==> src/rtl/core/btl_pkg.sv <==
// btl_pkg: shared types and constants for the binary paper-tape loader
`default_nettype none

package btl_pkg;

  // tape codes
  localparam logic [7:0] RUBOUT_CODE  = 8'o377;
  localparam logic [7:0] TRAILER_CODE = 8'o200;
  localparam logic [7:0] FIELD_MASK   = 8'o070;
  localparam logic [11:0] WORD_MASK   = 12'o7777;

  // result kinds
  typedef enum logic [2:0] {
    KIND_WRITE   = 3'd0,
    KIND_OK      = 3'd1,
    KIND_BADSUM  = 3'd2,
    KIND_TRUNC   = 3'd3,
    KIND_NOSEC   = 3'd4,
    KIND_DONE    = 3'd5
  } kind_t;

  // reader phase, one-hot
  typedef enum logic [2:0] {
    PH_LEADER = 3'b001,
    PH_LOW    = 3'b010,
    PH_HIGH   = 3'b100
  } phase_t;

  typedef struct packed {
    logic [7:0] tape_byte;
    logic       end_of_tape;
  } in_item_t;

  typedef struct packed {
    logic [2:0]  kind;
    logic [14:0] address;
    logic [11:0] data;
  } out_item_t;

endpackage

`default_nettype wire

==> src/rtl/core/bin_tape_loader.sv <==
// bin_tape_loader: binary paper-tape word assembler with checksum and output register
//
// Usage: one tape byte per input transaction on in_valid/in_stall/in_data,
// with end_of_tape flagging that the tape has run out. Results leave on
// out_valid/out_stall/out_data: memory writes (field*4096 + origin, 12-bit
// data) and section/tape status codes. Each input transaction gives zero
// or one result.
// A result is in the output register in the cycle after the byte
// that causes it is taken (a write appears once the following byte is
// known). Throughput: one byte per cycle unless the receiver stalls, set by
// the single pass from the loader state registers into the output register.
// Reset (rst_n low, synchronous) returns the reader to leader search,
// clears the origin, field, checksum and rubout state, and empties the
// output register.
// When the receiver stalls with a result held, in_stall rises and no byte
// is taken; a byte is still taken in the cycle the held result leaves.
// After a checksum error or the end of the tape the loader ignores all
// further bytes until reset.
`default_nettype none

module bin_tape_loader (
  input  wire logic               clk,
  input  wire logic               rst_n,
  input  wire logic               in_valid,
  output logic                    in_stall,
  input  wire btl_pkg::in_item_t  in_data,
  output logic                    out_valid,
  input  wire logic               out_stall,
  output btl_pkg::out_item_t      out_data
);
  import btl_pkg::*;

  phase_t      phase_r, phase_nxt;
  logic        stopped_r, stopped_nxt;
  logic        rubout_r, rubout_nxt;
  logic [6:0]  high_frame_r, high_frame_nxt;
  logic [6:0]  held_high_r, held_high_nxt;
  logic [7:0]  held_low_r, held_low_nxt;
  logic [12:0] held_word_r, held_word_nxt;
  logic [11:0] frame_sum_r, frame_sum_nxt;
  logic [11:0] origin_r, origin_nxt;
  logic [2:0]  cur_field_r, cur_field_nxt;
  logic [2:0]  next_field_r, next_field_nxt;
  logic        any_section_r, any_section_nxt;

  logic        out_valid_r, out_valid_nxt;
  out_item_t   out_data_r;

  logic        in_acc;
  logic        res_vld;
  out_item_t   res;
  logic [7:0]  c;
  logic [11:0] sum_add;

  // a byte is taken unless a result is held and the receiver stalls
  assign in_stall  = out_valid_r & out_stall;
  assign in_acc    = in_valid & ~in_stall;
  assign c         = in_data.tape_byte;
  assign sum_add   = frame_sum_r + {5'd0, held_high_r} + {4'd0, held_low_r};
  assign out_valid = out_valid_r;
  assign out_data  = out_data_r;

  // loader step for one byte
  always_comb begin
    phase_nxt       = phase_r;
    stopped_nxt     = stopped_r;
    rubout_nxt      = rubout_r;
    high_frame_nxt  = high_frame_r;
    held_high_nxt   = held_high_r;
    held_low_nxt    = held_low_r;
    held_word_nxt   = held_word_r;
    frame_sum_nxt   = frame_sum_r;
    origin_nxt      = origin_r;
    cur_field_nxt   = cur_field_r;
    next_field_nxt  = next_field_r;
    any_section_nxt = any_section_r;
    res_vld         = 1'b0;
    res             = '0;

    if (stopped_r) begin
      // ignore everything until reset
    end else if (in_data.end_of_tape) begin
      stopped_nxt = 1'b1;
      res_vld     = 1'b1;
      if (phase_r == PH_LOW || phase_r == PH_HIGH) begin
        res.kind = KIND_TRUNC;
      end else begin
        res.kind = any_section_r ? KIND_DONE : KIND_NOSEC;
      end
    end else if (rubout_r) begin
      rubout_nxt = 1'b0;
    end else if (c == RUBOUT_CODE) begin
      rubout_nxt = 1'b1;
    end else if (c > TRAILER_CODE) begin
      next_field_nxt = c[5:3];
    end else begin
      unique case (phase_r)
        PH_LOW: begin
          held_high_nxt = high_frame_r;
          held_low_nxt  = c;
          held_word_nxt = {high_frame_r, 6'd0} | {5'd0, c};
          phase_nxt     = PH_HIGH;
        end
        PH_HIGH: begin
          if (c == TRAILER_CODE) begin
            res_vld = 1'b1;
            if (frame_sum_r != held_word_r[11:0]) begin
              stopped_nxt = 1'b1;
              res.kind    = KIND_BADSUM;
            end else begin
              res.kind        = KIND_OK;
              any_section_nxt = 1'b1;
              frame_sum_nxt   = '0;
              origin_nxt      = '0;
              cur_field_nxt   = '0;
              next_field_nxt  = '0;
              phase_nxt       = PH_LEADER;
            end
          end else begin
            frame_sum_nxt = sum_add;
            if (held_word_r[12]) begin
              origin_nxt = held_word_r[11:0];
            end else begin
              res_vld     = 1'b1;
              res.kind    = KIND_WRITE;
              res.address = {cur_field_r, origin_r};
              res.data    = held_word_r[11:0];
              origin_nxt  = origin_r + 12'd1;
            end
            cur_field_nxt  = next_field_r;
            high_frame_nxt = c[6:0];
            phase_nxt      = PH_LOW;
          end
        end
        default: begin
          // leader: skip blank and trailer codes
          phase_nxt = PH_LEADER;
          if (c != 8'd0 && c < TRAILER_CODE) begin
            high_frame_nxt = c[6:0];
            phase_nxt      = PH_LOW;
          end
        end
      endcase
    end
  end

  // output register occupancy
  always_comb begin
    out_valid_nxt = out_valid_r & out_stall;
    if (in_acc && res_vld) begin
      out_valid_nxt = 1'b1;
    end
  end

  // control and loader state
  always_ff @(posedge clk) begin
    if (!rst_n) begin
      phase_r       <= PH_LEADER;
      stopped_r     <= 1'b0;
      rubout_r      <= 1'b0;
      high_frame_r  <= '0;
      held_high_r   <= '0;
      held_low_r    <= '0;
      held_word_r   <= '0;
      frame_sum_r   <= '0;
      origin_r      <= '0;
      cur_field_r   <= '0;
      next_field_r  <= '0;
      any_section_r <= 1'b0;
      out_valid_r   <= 1'b0;
    end else begin
      out_valid_r <= out_valid_nxt;
      if (in_acc) begin
        phase_r       <= phase_nxt;
        stopped_r     <= stopped_nxt;
        rubout_r      <= rubout_nxt;
        high_frame_r  <= high_frame_nxt;
        held_high_r   <= held_high_nxt;
        held_low_r    <= held_low_nxt;
        held_word_r   <= held_word_nxt;
        frame_sum_r   <= frame_sum_nxt;
        origin_r      <= origin_nxt;
        cur_field_r   <= cur_field_nxt;
        next_field_r  <= next_field_nxt;
        any_section_r <= any_section_nxt;
      end
    end
  end

  // result payload
  always_ff @(posedge clk) begin
    if (in_acc && res_vld) begin
      out_data_r <= res;
    end
  end

  // checks
  ap_stall_only_full: assert property (@(posedge clk) disable iff (!rst_n)
    in_stall |-> out_valid_r)
    else $error("input stalled with empty output register");

  ap_stop_sticky: assert property (@(posedge clk) disable iff (!rst_n)
    stopped_r |=> stopped_r)
    else $error("stopped loader restarted without reset");

  ap_stopped_silent: assert property (@(posedge clk) disable iff (!rst_n)
    (stopped_r && in_acc) |=> (out_valid_r == $past(out_valid_r && out_stall)))
    else $error("stopped loader produced a result");

  ap_status_zero: assert property (@(posedge clk) disable iff (!rst_n)
    (out_valid_r && out_data_r.kind != KIND_WRITE) |->
      (out_data_r.address == '0 && out_data_r.data == '0))
    else $error("status result carries address or data");

  ap_phase_onehot: assert property (@(posedge clk) disable iff (!rst_n)
    $onehot(phase_r))
    else $error("reader phase lost one-hot coding");

endmodule

`default_nettype wire
==> config.mk <==
export PLATFORM = sky130hd
export DESIGN_NAME = bin_tape_loader
export DESIGN_NICKNAME = d
export VERILOG_FILES = /design/src/rtl/core/btl_pkg.sv /design/src/rtl/core/bin_tape_loader.sv
export SDC_FILE = /design/constraint.sdc
export NUM_CORES = 1
export LEC_CHECK = 0
export ABC_AREA = 1
export ABC_CLOCK_PERIOD_IN_PS = 2050
export BUFFER_PORTS_ARGS = -buffer_cell sky130_fd_sc_hd__buf_2
export CAP_MARGIN = 20
export CORE_MARGIN = 2
export CORE_UTILIZATION = 50
export CTS_CLUSTER_SIZE = 10
export DETAILED_ROUTE_END_ITERATION = 16
export PLACE_DENSITY_LB_ADDON = 0.3
export SLEW_MARGIN = 5
export SYNTH_ARGS = -nofsm -noshare
export SYNTH_HDL_FRONTEND = slang
export SYNTH_SLANG_ARGS = --single-unit
==> constraint.sdc <==
create_clock -name clk -period 2.05 [get_ports clk]
set_clock_uncertainty 0.05 [all_clocks]
set_input_delay 0.205 -clock clk [delete_from_list [all_inputs] [get_ports clk]]
set_output_delay 0.205 -clock clk [all_outputs]
set_load 0.005 [all_outputs]
* After elaboration in Yosys (flattened, before gate mapping)
Index checks and enable logic that the tools add are counted.
Storage, ports and cells: bits in registers 102, bits in latches 0, bits in writable memories 0, bits in read-only memories 0, bits of input ports 13, logic and storage cells 103, memories 0
Cells by class: add/sub/neg operators 3, multipliers 0, div/mod/pow operators 0, magnitude comparators 2, equality and inequality tests 9, shift operators 0, mux-type cells 46, bitwise logic cells 12, reductions and logical operators 15
Operators by type and width (count):
- $mux 30 | 4
- $mux 27 | 2
- $mux 12 | 4
- $mux 3 | 10
- $mux 1 | 20
- $reduce_and 9->1 | 2
- $eq 8x8->1 const B | 2
- $reduce_and 8->1 | 2
- $mux 7 | 2
- $pmux 7 s2 | 1
- $reduce_and 7->1 | 2
- $or 13x8->13 | 1
- $add 12x1->12 const B | 1
- $add 12x7->12 | 1
- $add 12x8->12 | 1
- $ne 12x12->1 | 1
- $not 1->1 | 9
- $gt 8x8->1 const B | 1
- $lt 8x8->1 const B | 1
- $reduce_bool 8->1 | 1
- $reduce_or 8->1 | 1
- $ne 2x2->1 const B | 3
- $pmux 3 s2 | 1
- $reduce_bool 2->1 | 3
- other kinds (8) | 11

* Logic depth before layout (Yosys ltp)
depth after elaboration 10, mapped depth 13, mapped depth without buffers 13

* Worst setup path after synthesis
Ideal clock, no wire load.
path type register to register, start register held_low_r[1], end register frame_sum_r[9], arrival 2.096 ns, data required time 1.930 ns, setup slack -0.167 ns, stages on the path, launching flop included 13, clock period less this slack 2.217 ns, cell sequence dfxtp_1 > fa_1 > ha_1 > fa_1 > nand3_1 > nand3_1 > nand2_1 > nand2_1 > nand2_1 > nand2_1 > nor2_1 > nand2_1 > a21oi_1
Between the ends: longest elaborated chain between the ends 2
RTL lines:
- from (decl) | RTL line bin_tape_loader.sv:38 | logic [7:0] held_low_r, held_low_nxt;
- from (signal assigned) | RTL line bin_tape_loader.sv:179 | held_low_r <= held_low_nxt;
- $add 12x8->12 | RTL line bin_tape_loader.sv:59 | assign sum_add = frame_sum_r + {5'd0, held_high_r} + {4'd0, held_low_r};
- $mux 12 | RTL line bin_tape_loader.sv:105 | if (c == TRAILER_CODE) begin
- to (signal assigned) | RTL line bin_tape_loader.sv:181 | frame_sum_r <= frame_sum_nxt;
- to (decl) | RTL line bin_tape_loader.sv:40 | logic [11:0] frame_sum_r, frame_sum_nxt;
Every way passes these cells. A chain may end at the register's enable or synchronous reset.

* Worst setup path after layout
start register held_high_r[1], end register frame_sum_r[9]
Between the ends: longest elaborated chain between the ends 3
RTL lines:
- from (decl) | RTL line bin_tape_loader.sv:37 | logic [6:0] held_high_r, held_high_nxt;
- from (signal assigned) | RTL line bin_tape_loader.sv:178 | held_high_r <= held_high_nxt;
- $add 12x7->12 | RTL line bin_tape_loader.sv:59
- $add 12x8->12 | RTL line bin_tape_loader.sv:59
- $mux 12 | RTL line bin_tape_loader.sv:105
Every way passes these cells.

==> flow_summary.ini <==
[place]
dpl_worst_slack_ns = -0.151
gp_congestion = 0.986
port_buffers = 44
dpl.cell_count = 793
dpl.hpwl_mm = 8.69

[sta]
slew_viol_final = 0
setup_ws_ns = -0.204
period_share_pct = 110
finalCriticalPeriod_ns = 2.25
slew_headroom_pct = 70.5
setup_viol = 9
hold_viol = 0
rsz0062_at_grt = yes
fmax_ghz = 0.444
worst_pin_slew_ns = 0.441

[synth]
synth-main-ff-cell = dfxtp_1
yosysWarnings = 0
synth_top_family_by_area = simple AND/OR/NAND/NOR gates
ys_top_cells_by_area = dfxtp_1 (26%), edfxtp_1 (19%), nand2_1 (13%), nor2_1 (6.7%), a21oi_1 (6.0%)
ys_seq_elements = 91
syn_avg_cell_area_sq_um = 7.69
synth_xor_xnor_area_share_pct = 1.86
yosysSeqAreaShare_pct = 45.0
yosys.area_share.adder_pct = 6.05
synth_compound_area_share_pct = 11.2
synth.distinct_cells = 37
syn-cell-area_sq_um = 4720
synth_top_area_share_pct = 25.9
yosys.area.top_type = dfxtp_1
synth_async_sr_flop_share_pct = 0
synthSimpleGateAreaFrac_pct = 29.1
netlist_instances = 613
synth_nets = 644
synthMuxAreaShare_pct = 0
synth_edf_count = 30

[outcome]
run_status = finished with violations
violations = setup timing

[routing]
finalWirelength_mm = 11.8
drt-initial-drc-count = 313
ant_nets = 0
wire_per_inst_um = 14.5
remaining_drc_errors = 0
dr.pass1.iters = 4
viasPerCell = 5.35
vias = 4351

[critical_path]
worstSetupPathType = reg -> reg
cp_top_family = adder cells
cpPeakStageDelay_ns = 0.47
crit_path_start_kind = flip-flop
cp-end-kind = flip-flop
critPathRequiredTime_ns = 2.30
path_buf_inv = 0
crit_chain = fa_1 > ha_2 > fa_2 > nand3_2 > nand3_4 > nand2_2 > nand2_1 > nand2_1 > nand2_1 > nor2_1 > nand2_1 > a21oi_2
slowest_stage = fa_1
worst_path_most_repeated_cell = nand2_1
cp.arrival_ns = 2.50
critPathMaxFanout = 3

[floorplan]
start_util_pct = 51.3
rows = 35
die_y_um = 101
dieArea_sq_um = 10200
dieWidth_um = 101
io_pins = 45
core_sq_um = 9200

[final_layout]
area_delta_synth_final_pct = 21.9
drive_gt1_share_pct = 24.9
layout.cells.non_filler = 813
antenna_cells = 0
num-nets-final = 728

[global_route]
overflow = 0
grtUsageMet3_pct = 3.54
top_usage_layer = met2
grt_max_degree = 31
grt_pass1_wl_mm = 19.4
grtUsageMet1_pct = 30.7
grt_antenna_before_repair = 0
grt_pass1_vias = 4148
use_met2_pct = 41.4
grt_usage_pct = 24.1

[worst_hold_path]
hp-class = in -> reg

[clock_tree]
clock_latency_ns = 0.36
cts.htree.levels = 3
holdBufCountCts = 0
clk_pin_slew_ns = 0.11
cts_buffers = 9
cts_root_buffer = clkbuf_8
cts_num_sinks = 91
clock_path_buffers = 2
cts_tree = built

[power]
report.power.total_mw = 3.23
power_density_nw_per_um2 = 562
ir_drop_uv = 415
p_leak_nw = 2.40

[flow_run]
maxCapViolCount = 0
==> worst min-delay path: cells and delay by family <==
family                 cells  cell delay [ns]
AO/OA/AOI/OAI              1             0.07
buffers and inverters      1             0.09
AND/OR/NAND/NOR            1             0.08
==> state kept, by name (all words and copies together), names as in the netlist <==
| signal | flops |
|---|---|
| held_low_r | 8 |
| high_frame_r | 7 |
| cur_field_r | 3 |
| stopped_r | 1 |
| frame_sum_r | 12 |
| origin_r | 12 |
| any_section_r | 1 |
| out_valid | 1 |
| rubout_r | 1 |
| held_word_r | 2 |
| out_data | 30 |
| next_field_r | 3 |
| phase_r | 3 |
| held_high_r | 7 |
==> path summary, 6_finish.rpt <==
path,startpoint,end,slack [ns],cells after the start
min reg2reg,high_frame_r[4],high_frame_r[4],0.41,2
max,held_high_r[1],frame_sum_r[9],-0.20,12
max reg2reg,held_high_r[1],frame_sum_r[9],-0.20,12
min,out_stall,out_valid,0.09,3
==> per-stage QoR <==
stage	utilization, %	hold WS (ns)	setup TNS (ns)	instance area, sq um
floorplan	-	0.319	-0.0447	4750
global placement	58.2	0.395	-0.461	5350
detailed placement	58.2	0.401	-0.885	5350
CTS	61.5	0.0713	-0.574	5660
global route	62.5	0.106	-1.54	5750
finish	62.5	0.0864	-0.782	5750
==> routing by layer <==
layer | share of wire, % | vias to the layer above
met5 | 0 | -
met2 | 49 | 132
met4 | 2.5 | 0
met1 | 43 | 2033
met3 | 5.3 | 26
li1 | - | 2160
==> power by group <==
| group | internal [mW] | total, mW | switching (mW) |
|---|---|---|---|
| clock | 0.461 | 1.16 | 0.697 |
| combinational | 0.0613 | 0.177 | 0.115 |
| sequential | 1.89 | 1.90 | 0.0109 |
| total | 2.41 | 3.23 | 0.823 |
==> Yosys cell counts (8+ instances only) <==
master and instances:
edfxtp_1 30, o21ai_0 27, dfxtp_1 61, ha_1 10
inv_1 53, nor2_1 84, a21oi_1 57, xnor2_1 8
nand2_1 166, clkbuf_1 10, nand3_1 47, fa_1 8
==> layout by cell type (no fill, tap or decap), types with 4 or more instances in the layout <==
| cell | netlist | routed |
|---|---|---|
| o21ai_0 | 27 | 24 |
| o211ai_1 | 4 | 4 |
| nand2_1 | 166 | 161 |
| edfxtp_1 | 30 | 30 |
| a21oi_2 | 2 | 6 |
| ha_4 | 0 | 5 |
| nor2_2 | 1 | 4 |
| clkbuf_8 | 0 | 9 |
| inv_1 | 53 | 52 |
| a21oi_1 | 57 | 52 |
| inv_2 | 4 | 5 |
| ha_1 | 10 | 4 |
| nand2_4 | 3 | 4 |
| fa_1 | 8 | 6 |
| buf_4 | 3 | 43 |
| nand4_1 | 7 | 7 |
| xnor2_1 | 8 | 5 |
| nand3_2 | 0 | 7 |
| buf_2 | 1 | 44 |
| nand3_1 | 47 | 39 |
| nor2_1 | 84 | 80 |
| nand2_2 | 5 | 9 |
| dfxtp_2 | 0 | 10 |
| dfxtp_1 | 61 | 50 |
==> repair_timing <==
item / in CTS / in global routing
gates cloned: 0 / 0
buffers inserted: 3 / 1
endpoints found under the hold margin: 0 / 0
endpoints found under the setup margin: 9 / 11
pin swaps: 13 / 11
resized for setup: 29 / 21
==> cell families (layout without fill, tap and decap cells) <==
family                   Yosys count  count (layout)
flip-flops                        91              91
adder cells (fa/ha/maj)           18              18
AND/OR/NAND/NOR                  321             321
AO/OA/AOI/OAI                     97              97
XOR/XNOR                          10              10
buffers and inverters             76             165
==> final cells by class <==
| cell class | instances | area (sq um) |
|---|---|---|
| Clock buffer | 9 | 124 |
| Clock inverter | 7 | 57.6 |
| Sequential cell | 91 | 2140 |
| Multi-Input combinational cell | 446 | 2470 |
| Tap cell | 111 | 139 |
| Inverter | 59 | 223 |
| Fill cell | 797 | 3450 |
| Timing Repair Buffer | 90 | 594 |
Note: power is estimated with default switching activity, not from simulation.
